[src/rtl/lfu_pkg.sv]
// Shared types and constants for the LFU cache engine.
`default_nettype none
package lfu_pkg;

   localparam int KEY_W = 32;
   localparam int VAL_W = 32;
   localparam int CNT_W = 32;
   localparam int TCH_W = 32;
   localparam int CAP_W = 5;

   localparam logic [CAP_W-1:0] CAP_RESET = 5'd16;

   typedef enum logic {
      CMD_GET = 1'b0,
      CMD_PUT = 1'b1
   } cmd_type;

   // one stored entry, as read from or written to the entry memories
   typedef struct packed {
      logic [KEY_W-1:0] key;
      logic [VAL_W-1:0] value;
      logic [CNT_W-1:0] count;
      logic [TCH_W-1:0] touch;
   } entry_type;

   // what one scan over the entries has found
   typedef struct packed {
      logic found;
      logic victim;
      logic free;
   } scan_flags_type;

endpackage
`default_nettype wire

[src/rtl/lfu_entry_store.sv]
// Entry memories with registered read port, one write port and per-entry valid flops.
`default_nettype none
module lfu_entry_store
   import lfu_pkg::*;
#(
   parameter int ENTRIES = 16,
   parameter int IW      = 4
) (
   input  wire logic          clock,
   input  wire logic          reset,
   input  wire logic          rd_en,
   input  wire logic [IW-1:0] rd_addr,
   output      logic          rd_strobe_ff,
   output      logic [IW-1:0] rd_idx_ff,
   output      logic          rd_valid_ff,
   output      entry_type     rd_entry_ff,
   input  wire logic          wr_en,
   input  wire logic [IW-1:0] wr_addr,
   input  wire entry_type     wr_entry,
   input  wire logic          clr_en,
   input  wire logic [IW-1:0] clr_addr
);

   entry_type           mem [ENTRIES];
   logic [ENTRIES-1:0]  valid_ff;

   always_ff @(posedge clock) begin
      if (wr_en) begin
         mem[wr_addr] <= wr_entry;
      end
      if (rd_en) begin
         rd_entry_ff <= mem[rd_addr];
         rd_valid_ff <= valid_ff[rd_addr];
         rd_idx_ff   <= rd_addr;
      end
   end

   always_ff @(posedge clock) begin
      if (reset) begin
         valid_ff     <= '0;
         rd_strobe_ff <= 1'b0;
      end else begin
         rd_strobe_ff <= rd_en;
         // a slot both evicted and refilled stays valid
         if (clr_en && !(wr_en && (wr_addr == clr_addr))) begin
            valid_ff[clr_addr] <= 1'b0;
         end
         if (wr_en) begin
            valid_ff[wr_addr] <= 1'b1;
         end
      end
   end

endmodule
`default_nettype wire

[src/rtl/lfu_scan_unit.sv]
// Shared match and victim compare unit, fed one entry per cycle during a scan.
`default_nettype none
module lfu_scan_unit
   import lfu_pkg::*;
#(
   parameter int IW = 4
) (
   input  wire logic             clock,
   input  wire logic             reset,
   input  wire logic             start,
   input  wire logic             strobe,
   input  wire logic [IW-1:0]    idx,
   input  wire logic             valid,
   input  wire entry_type        entry,
   input  wire logic [KEY_W-1:0] req_key,
   input  wire logic [TCH_W-1:0] touch_clock,
   output      scan_flags_type   flags_ff,
   output      logic [IW-1:0]    found_idx_ff,
   output      entry_type        found_entry_ff,
   output      logic [IW-1:0]    vic_idx_ff,
   output      logic [KEY_W-1:0] vic_key_ff,
   output      logic [IW-1:0]    free_idx_ff
);

   logic [CNT_W-1:0] vic_count_ff;
   logic [TCH_W-1:0] vic_age_ff;
   logic [TCH_W-1:0] age;
   logic             is_match;
   logic             is_victim;

   assign age      = touch_clock - entry.touch;
   assign is_match = valid && (entry.key == req_key);
   // strict compares keep the lowest index on a full tie
   assign is_victim = valid && (!flags_ff.victim || (entry.count < vic_count_ff) ||
                      ((entry.count == vic_count_ff) && (age > vic_age_ff)));

   always_ff @(posedge clock) begin
      if (reset || start) begin
         flags_ff <= '0;
      end else if (strobe) begin
         if (is_match && !flags_ff.found) begin
            flags_ff.found <= 1'b1;
         end
         if (is_victim) begin
            flags_ff.victim <= 1'b1;
         end
         if (!valid && !flags_ff.free) begin
            flags_ff.free <= 1'b1;
         end
      end
   end

   always_ff @(posedge clock) begin
      if (strobe) begin
         if (is_match && !flags_ff.found) begin
            found_idx_ff   <= idx;
            found_entry_ff <= entry;
         end
         if (is_victim) begin
            vic_idx_ff   <= idx;
            vic_key_ff   <= entry.key;
            vic_count_ff <= entry.count;
            vic_age_ff   <= age;
         end
         if (!valid && !flags_ff.free) begin
            free_idx_ff <= idx;
         end
      end
   end

endmodule
`default_nettype wire

[src/rtl/lfu_cache_engine_unit.sv]
// LFU cache engine top level: stream channels, sequencer, write-back and result register.
//
// Fully associative key/value cache, least-frequently-used replacement, ties to the
// least recently touched entry. Input words on req_* carry a get or a put (req_tuser),
// result words on rsp_* carry hit/evicted flags plus the read value and evicted key.
// Configuration: csr_data writes the capacity; csr_ready is always high, write only
// while the engine is idle.
// From acceptance to rsp_tvalid the sequencer streams the entry memory through the
// shared compare unit (ST_SCAN), drains the read register (ST_DRAIN), writes back
// (ST_WRITE) and loads the result register (ST_DONE).
// The engine takes one word at a time: req_tready is high only while the
// sequencer is idle, and it returns to idle as the result enters the output register,
// so a waiting result does not hold off the next word.
// If the receiver stalls, a finished result waits in the sequencer until the output
// register is free; the output holds steady while rsp_tready is low.
// Reset: all entries invalid, occupancy and touch clock zero, capacity 16. No
// clearing pass is needed; the valid flops clear at once.
`default_nettype none
module lfu_cache_engine_unit
   import lfu_pkg::*;
#(
   parameter int ENTRIES = 16
) (
   input  wire logic                   clock,
   input  wire logic                   reset,
   // req_tdata: key [31:0], value [63:32]; req_tuser: cmd
   input  wire logic                   req_tvalid,
   output      logic                   req_tready,
   input  wire logic [KEY_W+VAL_W-1:0] req_tdata,
   input  wire logic                   req_tuser,
   // rsp_tdata: read_value [31:0], evicted_key [63:32]; rsp_tuser: hit [0], evicted [1]
   output      logic                   rsp_tvalid,
   input  wire logic                   rsp_tready,
   output      logic [VAL_W+KEY_W-1:0] rsp_tdata,
   output      logic [1:0]             rsp_tuser,
   input  wire logic                   csr_valid,
   output      logic                   csr_ready,
   input  wire logic [CAP_W-1:0]       csr_data
);

   localparam int IW = (ENTRIES > 1) ? $clog2(ENTRIES) : 1;
   localparam int OW = $clog2(ENTRIES + 1);
   localparam int CW = (OW > CAP_W) ? OW : CAP_W;
   localparam logic [CW-1:0] ENT_C  = CW'(ENTRIES);
   localparam logic [IW-1:0] LAST_I = IW'(ENTRIES - 1);

   typedef enum logic [2:0] {
      ST_IDLE,
      ST_SCAN,
      ST_DRAIN,
      ST_WRITE,
      ST_DONE
   } state_type;

   state_type        state_ff;
   logic [IW-1:0]    ptr_ff;
   logic [CAP_W-1:0] cap_ff;
   logic [OW-1:0]    occ_ff;
   logic [OW-1:0]    occ_in;
   logic [TCH_W-1:0] tc_ff;
   logic             cmd_ff;
   logic [KEY_W-1:0] key_ff;
   logic [VAL_W-1:0] val_ff;
   logic             res_hit_ff;
   logic             res_ev_ff;
   logic [VAL_W-1:0] res_rd_ff;
   logic [KEY_W-1:0] res_evk_ff;
   logic             rsp_valid_ff;
   logic [1:0]       rsp_user_ff;
   logic [VAL_W+KEY_W-1:0] rsp_data_ff;

   logic             rd_strobe;
   logic [IW-1:0]    rd_idx;
   logic             rd_valid;
   entry_type        rd_entry;

   scan_flags_type   flags;
   logic [IW-1:0]    found_idx;
   entry_type        found_entry;
   logic [IW-1:0]    vic_idx;
   logic [KEY_W-1:0] vic_key;
   logic [IW-1:0]    free_idx;

   logic             accept;
   logic             start;
   logic             rd_en;
   logic [CW-1:0]    cap_eff;
   logic             is_put;
   logic             do_evict;
   logic             have_slot;
   logic [IW-1:0]    slot_idx;
   logic             wb_en;
   logic [IW-1:0]    wb_addr;
   entry_type        wb_entry;
   logic             clr_en;
   logic             out_free;

   assign req_tready = (state_ff == ST_IDLE);
   assign accept     = req_tvalid && req_tready;
   assign start      = accept;
   assign csr_ready  = 1'b1;
   assign rd_en      = (state_ff == ST_SCAN);
   assign out_free   = !rsp_valid_ff || rsp_tready;

   assign rsp_tvalid = rsp_valid_ff;
   assign rsp_tdata  = rsp_data_ff;
   assign rsp_tuser  = rsp_user_ff;

   lfu_entry_store #(
      .ENTRIES (ENTRIES),
      .IW      (IW)
   ) u_store (
      .clock        (clock),
      .reset        (reset),
      .rd_en        (rd_en),
      .rd_addr      (ptr_ff),
      .rd_strobe_ff (rd_strobe),
      .rd_idx_ff    (rd_idx),
      .rd_valid_ff  (rd_valid),
      .rd_entry_ff  (rd_entry),
      .wr_en        (wb_en),
      .wr_addr      (wb_addr),
      .wr_entry     (wb_entry),
      .clr_en       (clr_en),
      .clr_addr     (vic_idx)
   );

   lfu_scan_unit #(
      .IW (IW)
   ) u_scan (
      .clock          (clock),
      .reset          (reset),
      .start          (start),
      .strobe         (rd_strobe),
      .idx            (rd_idx),
      .valid          (rd_valid),
      .entry          (rd_entry),
      .req_key        (key_ff),
      .touch_clock    (tc_ff),
      .flags_ff       (flags),
      .found_idx_ff   (found_idx),
      .found_entry_ff (found_entry),
      .vic_idx_ff     (vic_idx),
      .vic_key_ff     (vic_key),
      .free_idx_ff    (free_idx)
   );

   // write-back decisions, valid in ST_WRITE
   always_comb begin
      cap_eff   = (CW'(cap_ff) > ENT_C) ? ENT_C : CW'(cap_ff);
      is_put    = (cmd_ff == CMD_PUT) && (cap_eff != '0);
      do_evict  = is_put && !flags.found && flags.victim && (CW'(occ_ff) >= cap_eff);
      have_slot = flags.free || do_evict;
      // lowest invalid slot once the victim has been dropped
      if (flags.free && (!do_evict || (free_idx < vic_idx))) begin
         slot_idx = free_idx;
      end else begin
         slot_idx = vic_idx;
      end

      wb_en          = 1'b0;
      clr_en         = 1'b0;
      wb_addr        = found_idx;
      wb_entry.key   = key_ff;
      wb_entry.value = found_entry.value;
      wb_entry.count = (found_entry.count == '1) ? found_entry.count
                                                 : found_entry.count + CNT_W'(1);
      wb_entry.touch = tc_ff + TCH_W'(1);
      occ_in         = occ_ff;

      if (state_ff == ST_WRITE) begin
         if (flags.found) begin
            if ((cmd_ff == CMD_GET) || is_put) begin
               wb_en = 1'b1;
            end
            if (is_put) begin
               wb_entry.value = val_ff;
            end
         end else if (is_put && have_slot) begin
            wb_en          = 1'b1;
            clr_en         = do_evict;
            wb_addr        = slot_idx;
            wb_entry.value = val_ff;
            wb_entry.count = CNT_W'(1);
            occ_in         = occ_ff + OW'(1) - (do_evict ? OW'(1) : OW'(0));
         end
      end
   end

   always_ff @(posedge clock) begin
      if (reset) begin
         state_ff     <= ST_IDLE;
         ptr_ff       <= '0;
         cap_ff       <= CAP_RESET;
         occ_ff       <= '0;
         tc_ff        <= '0;
         rsp_valid_ff <= 1'b0;
      end else begin
         if (csr_valid && csr_ready) begin
            cap_ff <= csr_data;
         end
         if ((state_ff == ST_DONE) && out_free) begin
            rsp_valid_ff <= 1'b1;
         end else if (rsp_tready) begin
            rsp_valid_ff <= 1'b0;
         end
         occ_ff <= occ_in;
         if (wb_en) begin
            tc_ff <= tc_ff + TCH_W'(1);
         end
         case (state_ff)
            ST_IDLE: begin
               if (accept) begin
                  ptr_ff   <= '0;
                  state_ff <= ST_SCAN;
               end
            end
            ST_SCAN: begin
               ptr_ff <= ptr_ff + IW'(1);
               if (ptr_ff == LAST_I) begin
                  state_ff <= ST_DRAIN;
               end
            end
            ST_DRAIN: begin
               state_ff <= ST_WRITE;
            end
            ST_WRITE: begin
               state_ff <= ST_DONE;
            end
            ST_DONE: begin
               if (out_free) begin
                  state_ff <= ST_IDLE;
               end
            end
            default: begin
               state_ff <= ST_IDLE;
            end
         endcase
      end
   end

   // payload registers
   always_ff @(posedge clock) begin
      if (accept) begin
         cmd_ff <= req_tuser;
         key_ff <= req_tdata[KEY_W-1:0];
         val_ff <= req_tdata[KEY_W+VAL_W-1:KEY_W];
      end
      if (state_ff == ST_WRITE) begin
         res_hit_ff <= flags.found;
         res_rd_ff  <= (flags.found && (cmd_ff == CMD_GET)) ? found_entry.value : '0;
         res_ev_ff  <= do_evict;
         res_evk_ff <= do_evict ? vic_key : '0;
      end
      if ((state_ff == ST_DONE) && out_free) begin
         rsp_data_ff <= {res_evk_ff, res_rd_ff};
         rsp_user_ff <= {res_ev_ff, res_hit_ff};
      end
   end

endmodule
`default_nettype wire

[config.mk]
export PLATFORM = sky130hd
export DESIGN_NAME = lfu_cache_engine_unit
export DESIGN_NICKNAME = d
export VERILOG_FILES = /design/src/rtl/lfu_pkg.sv /design/src/rtl/lfu_entry_store.sv /design/src/rtl/lfu_scan_unit.sv /design/src/rtl/lfu_cache_engine_unit.sv
export SDC_FILE = /design/constraint.sdc
export NUM_CORES = 2
export LEC_CHECK = 0
export ABC_AREA = 1
export ABC_CLOCK_PERIOD_IN_PS = 23800
export BUFFER_PORTS_ARGS = -buffer_cell sky130_fd_sc_hd__buf_2
export CAP_MARGIN = 20
export CORE_MARGIN = 8
export CORE_UTILIZATION = 30
export CTS_CLUSTER_DIAMETER = 30
export DETAILED_ROUTE_END_ITERATION = 6
export GPL_TIMING_DRIVEN = 0
export PLACE_DENSITY = 0.45
export SYNTH_ARGS = -nofsm -noshare
export SYNTH_HDL_FRONTEND = slang
export SYNTH_SLANG_ARGS = --single-unit
[constraint.sdc]
create_clock -name clock -period 23.8 [get_ports clock]
set_input_delay 5.95 -clock clock [delete_from_list [all_inputs] [get_ports clock]]
set_output_delay 5.95 -clock clock [all_outputs]
set_load 0.01 [all_outputs]
* Yosys cells after proc, flatten, opt, wreduce, memory -nomap -nowiden *
Memory sizes are Yosys's and may differ from the RTL's. A register that Yosys moved wholly into a read port is not among the register bits.
Cells that the tools add are included.

operators by class
  $add $sub $neg = 6
  $mul = 0
  divide/modulo/power cells = 0
  $lt $le $gt $ge = 10
  equal/unequal tests = 12
  shift-type cells = 0
  mux-type cells = 38
  bitwise logic cells = 5
  reductions and logical operators = 42

operators by type and width
  kind                                                                   count
  32-bit two-way mux                                                     4
  64-bit two-way mux                                                     2
  32-bit by 1-bit adder with 32-bit output, second input constant        2
  32-bit == test                                                         2
  16-bit two-way mux                                                     3
  32-bit == test, second input constant                                  1
  32-bit greater-than comparator                                         1
  32-bit < comparator                                                    1
  32-bit subtractor                                                      1
  4-bit two-way mux                                                      5
  1-bit logical AND                                                      18
  16-bit AND                                                             1
  16-bit NOT                                                             1
  16-bit OR                                                              1
  4-bit by 5-bit < comparator with 1-bit output, second input constant   3
  1-bit two-way mux                                                      15
  3-bit one-hot mux with 5 select lines                                  1
  3-bit two-way mux                                                      3
  1-bit demux with 4-bit select                                          2
  4-bit by 1-bit >= comparator with 1-bit output, second input constant  2
  4-bit one-hot mux with 2 select lines                                  1
  2-bit AND reduction                                                    4
  1-bit zero test                                                        7
  1-bit logical OR                                                       7
  other kinds (20)                                                       25

word-level totals
  bits in registers = 444
  bits in latches = 0
  memory bits (writable) = 2048
  ROM bits = 0
  output and inout port bits = 69
  word-level logic and storage cells = 144
  memories kept = 1

memories
  memory       words  bits a word  rd ports  clocked after Yosys merged registers in  write ports  RTL line               source
  u_store.mem  16     128          1         1                                        1            lfu_entry_store.sv:24  entry_type mem [ENTRIES];

* Logic depth before layout (Yosys ltp) *
  depth in word-level cells = 22
  mapped depth = 22
  gate-level depth less buffers = 22

* By module *
A second synthesis with hierarchy kept.

unflattened totals
  cells, all modules = 8642
  area total of the unflattened synthesis = 108609.2 µm²

by module, submodules not included
  module                 times used  cells an instance  area each (µm²)
  lfu_entry_store        1           6211               84723.8
  lfu_cache_engine_unit  1           1391               12231.7
  lfu_scan_unit          1           1040               11653.7

* Worst setup path after synthesis *
No wires, ideal clock.

  kind = input -> register
  from = input rsp_tready
  to = register rsp_data_ff[0] (netlist: rsp_tdata[0]), enable pin
  setup time = 653 ps
  arrival = 12239 ps
  data required time = 23147 ps
  slack = 10907 ps
  stages = 2
  path buffers = 0
  path through = nor2_1 > nor4_1

between the ends
  cells in the longest elaborated chain, start to end = 2

ends and longest elaborated chain
  element                 RTL line                      source
  start: declaration      lfu_cache_engine_unit.sv:33   input wire logic rsp_tready,
  1-bit logical OR        lfu_cache_engine_unit.sv:103  assign out_free = !rsp_valid_ff || rsp_tready;
  1-bit logical AND       lfu_cache_engine_unit.sv:255  if ((state_ff == ST_DONE) && out_free) begin
  end signal: assignment  lfu_cache_engine_unit.sv:256  rsp_data_ff <= {res_evk_ff, res_rd_ff};
  end: declaration        lfu_cache_engine_unit.sv:70   logic [VAL_W+KEY_W-1:0] rsp_data_ff;

No other way between the ends.
A chain may end at the register's enable or synchronous reset.

* Worst setup path in the final report *
  from = register state_ff[2]
  to = output req_tready

between the ends
  cells in the longest elaborated chain, start to end = 1

ends and longest elaborated chain
  element                   RTL line                      source
  start: declaration        lfu_cache_engine_unit.sv:55   state_type state_ff;
  start signal: assignment  lfu_cache_engine_unit.sv:192  state_ff <= ST_IDLE;
  start signal: assignment  lfu_cache_engine_unit.sv:215  state_ff <= ST_SCAN;
  start signal: assignment  lfu_cache_engine_unit.sv:221  state_ff <= ST_DRAIN;
  3-bit zero test           lfu_cache_engine_unit.sv:98   assign req_tready = (state_ff == ST_IDLE);
  end: declaration          lfu_cache_engine_unit.sv:28   output logic req_tready,

No other way between the ends.

==> flow_summary.toml <==
[critical_path]
slowest_delay_ps = 360
crit_required_ps = 17850
crit_type = "reg -> out"
cp_data_arrival_time_ps = 2100
endpoint_kind = "output port"
crit_path_start_kind = "flip-flop"
crit_buf_inv = 2
worst_path_max_delay_cell = "dfxtp_1"
crit_fanout = 4
cp_top_family = "buffers and inverters"
cp_cell_sequence = "nor2_1 > nand2_1 > inv_1 > buf_2"

[synth]
syn_area_per_cell_um2 = 13.4
yosys_warnings = 0
syn_area_um2 = 104000
ys_ff_latch = 2620
seq_area_frac_synth = 0.748
yosysUniqueCellTypes = 58
synthCells = 7807
syn-num-nets = 7995

[timing]
clock_skew_ps = 71.3
slew_headroom = 0.132
worst_slew_pin_slew_ps = 1270
fin_crit_sh = 0.338
fmax_mhz = 124
finalCriticalPeriod_ps = 8050
setup_viol = 0
tns_ps = 0
drv_slew = 0
finalHoldViolCount = 0
rsz0062_at_grt = "no"

[drt]
wirelength_um = 424000
highest_layer = "met5"
met3_length_um = 35500
first_iter_violations = 9082
wl_met2_um = 192000
final_antenna_net_count = 0
vias = 74600
drc = 1
wl_met1_um = 178000
drt-vias-per-instance = 5.38
avgRoutedWirePerCell_um = 30.6
drtPass1Iterations = 7

[placement]
dp_hpwl_um = 295000
placement.io_buffers = 141
gp_congestion = 0.879

[global_route]
antenna_found_initial = 39
grtUsageTotal = 0.223
grt_max_degree = 41
grt_pass1_wl_um = 580000
grt_pass1_vias = 72900
overflow = 0

[floorplanning]
dieArea_um2 = 367000
die_w_um = 605
die_h_um = 605
ios = 144
coreArea_um2 = 346000
rows = 216
initial_utilization = 0.301

[power_and_ir_drop]
peakVddDrop_v = 0.0000727
p_per_area_nw_per_um2 = 103
combPwrFrac = 0.063
pwr-share-clk = 0.564
p_int_uw = 10600
swShare = 0.238
seqPwrFrac = 0.373
power.switching_uw = 3310
p_leak_uw = 0.0470

[clock_network]
post_cts_buffers = 0
clock_sinks = 2620
h-tree-depth = 6
worst_skew_pair.late_latency_ps = 1020
numCtsBuffers = 573
cts.reportedPaths.clkPinSlew_ps = 50
hold_buffers = 0
cts_tree = "built"
ctsLongestPathBuffers = 4
cts_resized = 0
cts_root_buf = "clkbuf_16"

[layout]
area_delta_synth_final_pct = 29.6
drive_gt1_frac = 0.158
nNetsFinal = 8999
postLayoutCoreUtil = 0.390
fillers = 32500

[outcome]
status = "complete, but fails checks"
violations = "design-rule violations"

[min_path]
hold_class = "reg -> reg"

[job]
cap_violations = 0
## placed cells by master, fill, tap and decap left out, types with 148 or more instances in the layout
cell,count
nor2_1,1331
clkbuf_1,494
nand2_1,445
clkbuf_16,583
o21ai_0,1181
o211ai_1,148
buf_2,153
o221ai_1,285
inv_1,327
edfxtp_1,2550
o22ai_1,249
## through the flow
step	power (uW)	area (um2)	hold slack [ps]	cells	setup slack, ps
finish	13900	135000	386	13900	15750
detailed placement	6130	116000	405	12800	15760
global route	14300	135000	383	13900	15650
floorplan	5650	104000	400	7807	10910
CTS	14000	135000	387	13800	15630
global placement	6110	111000	401	12500	103
## state kept, by name, indices dropped and copies added, names as in the netlist, 64 cells and up
signal / cells
u_store.mem: 2048
rsp_tdata: 64
u_scan.found_entry_ff: 64
u_store.rd_entry_ff: 128
## Yosys cell counts (all sizes together)
cell type	n	area, um2
o31ai	6	45.0
o211ai	148	1110
conb	1	3.75
xor2	73	639
nand3b	2	15.0
nand4	23	150
dfxtp	70	1400
ha	112	1400
fa	1	20.0
a32o	1	10.0
a31o	1	8.76
o221ai	285	2500
mux2i	12	120
inv	338	1270
o21bai	3	22.5
o22ai	249	1560
nor3b	2	15.0
clkinv	3	12.5
o21a	8	60.1
o32ai	10	87.6
nor4b	2	17.5
clkbuf	443	1660
nor4	23	150
nand2	455	1740
and3	1	6.26
a21o	4	30.0
nor2	1356	5120
o221a	2	22.5
a2111oi	2	17.5
a31oi	35	219
xnor2	24	210
o21ai	1193	5970
buf	39	198
nand3	155	873
o211a	2	20.0
edfxtp	2550	76600
a221oi	4	35.0
a21oi	118	632
a211oi	11	82.6
nor3	39	211
or2	1	6.26
## power groups by stage
stage	clock network, uW	registers [uW]	logic, uW
6_report	7840	5180	882
5_1_grt	8140	5180	932
4_1_cts	7910	5180	870
3_5_place_dp	0	5260	867
3_3_place_gp	0	5290	828
2_1_floorplan	0	5230	422
## metal layers
layer | track usage | vias up
li1 | - | 31400
met2 | 0.352 | 3999
met1 | 0.301 | 38400
met3 | 0.0419 | 818
met4 | 0.0925 | 4
met5 | 0 | -
## cell families after synthesis
group,count (synthesis),share of synthesized area
compound gates,2082,0.119
xor+xnor,97,0.00815
fa+ha+maj,113,0.0136
buf+inv,823,0.0301
flops,2620,0.748
mux,12,0.00115
other cells,1,0.0000360
simple gates,2059,0.0796
## worst register-to-register path, stage by stage, from the launching register on
cell and delay, ps:
dfxtp_1 420, inv_1 370, ha_1 390, fa_1 410, nand3b_1 170, nand2_1 170, a21oi_1 140, o21ai_1 390
a21oi_1 180, o21ai_1 240, a21oi_1 180, o21ai_0 390, xor2_1 170, ha_1 310, nand2_1 60, nor2_1 150
nand4_1 200, nor4_1 320, buf_2 270, nand2_1 70, o211ai_1 260, nand2_1 200, a21oi_4 540, buf_16 240
buf_16 180, buf_12 210, buf_12 240
## worst paths after layout
check | slack (ps) | cells past startpoint | from | end
worst min register to register | 390 | 0 | res_evk_ff[16]$_SDFFCE_PN0P_ | rsp_tdata[48]$_DFFE_PP_
worst min-delay path | 390 | 0 | res_evk_ff[16]$_SDFFCE_PN0P_ | rsp_tdata[48]$_DFFE_PP_
worst max-delay path | 15750 | 4 | state_ff[2]$_SDFFE_PP0P_ | req_tready
worst max register to register | 16640 | 26 | tc_ff[0]$_SDFFE_PP0P_ | u_scan.vic_key_ff[1]$_DFFE_PP_
## cell type report
type,instances,area (um2),area share
clock inverter,374,4180,0.0310
sequential,2620,78000,0.577
buffer,482,1900,0.0140
timing repair buffer,429,5460,0.0404
tap,4578,5730,0.0424
antenna,18,45.0,0.000333
inverter,341,1280,0.00948
multi-input combinational,4364,23600,0.175
clock buffer,664,14900,0.111
No activity file was read; power rests on OpenSTA's default activity.
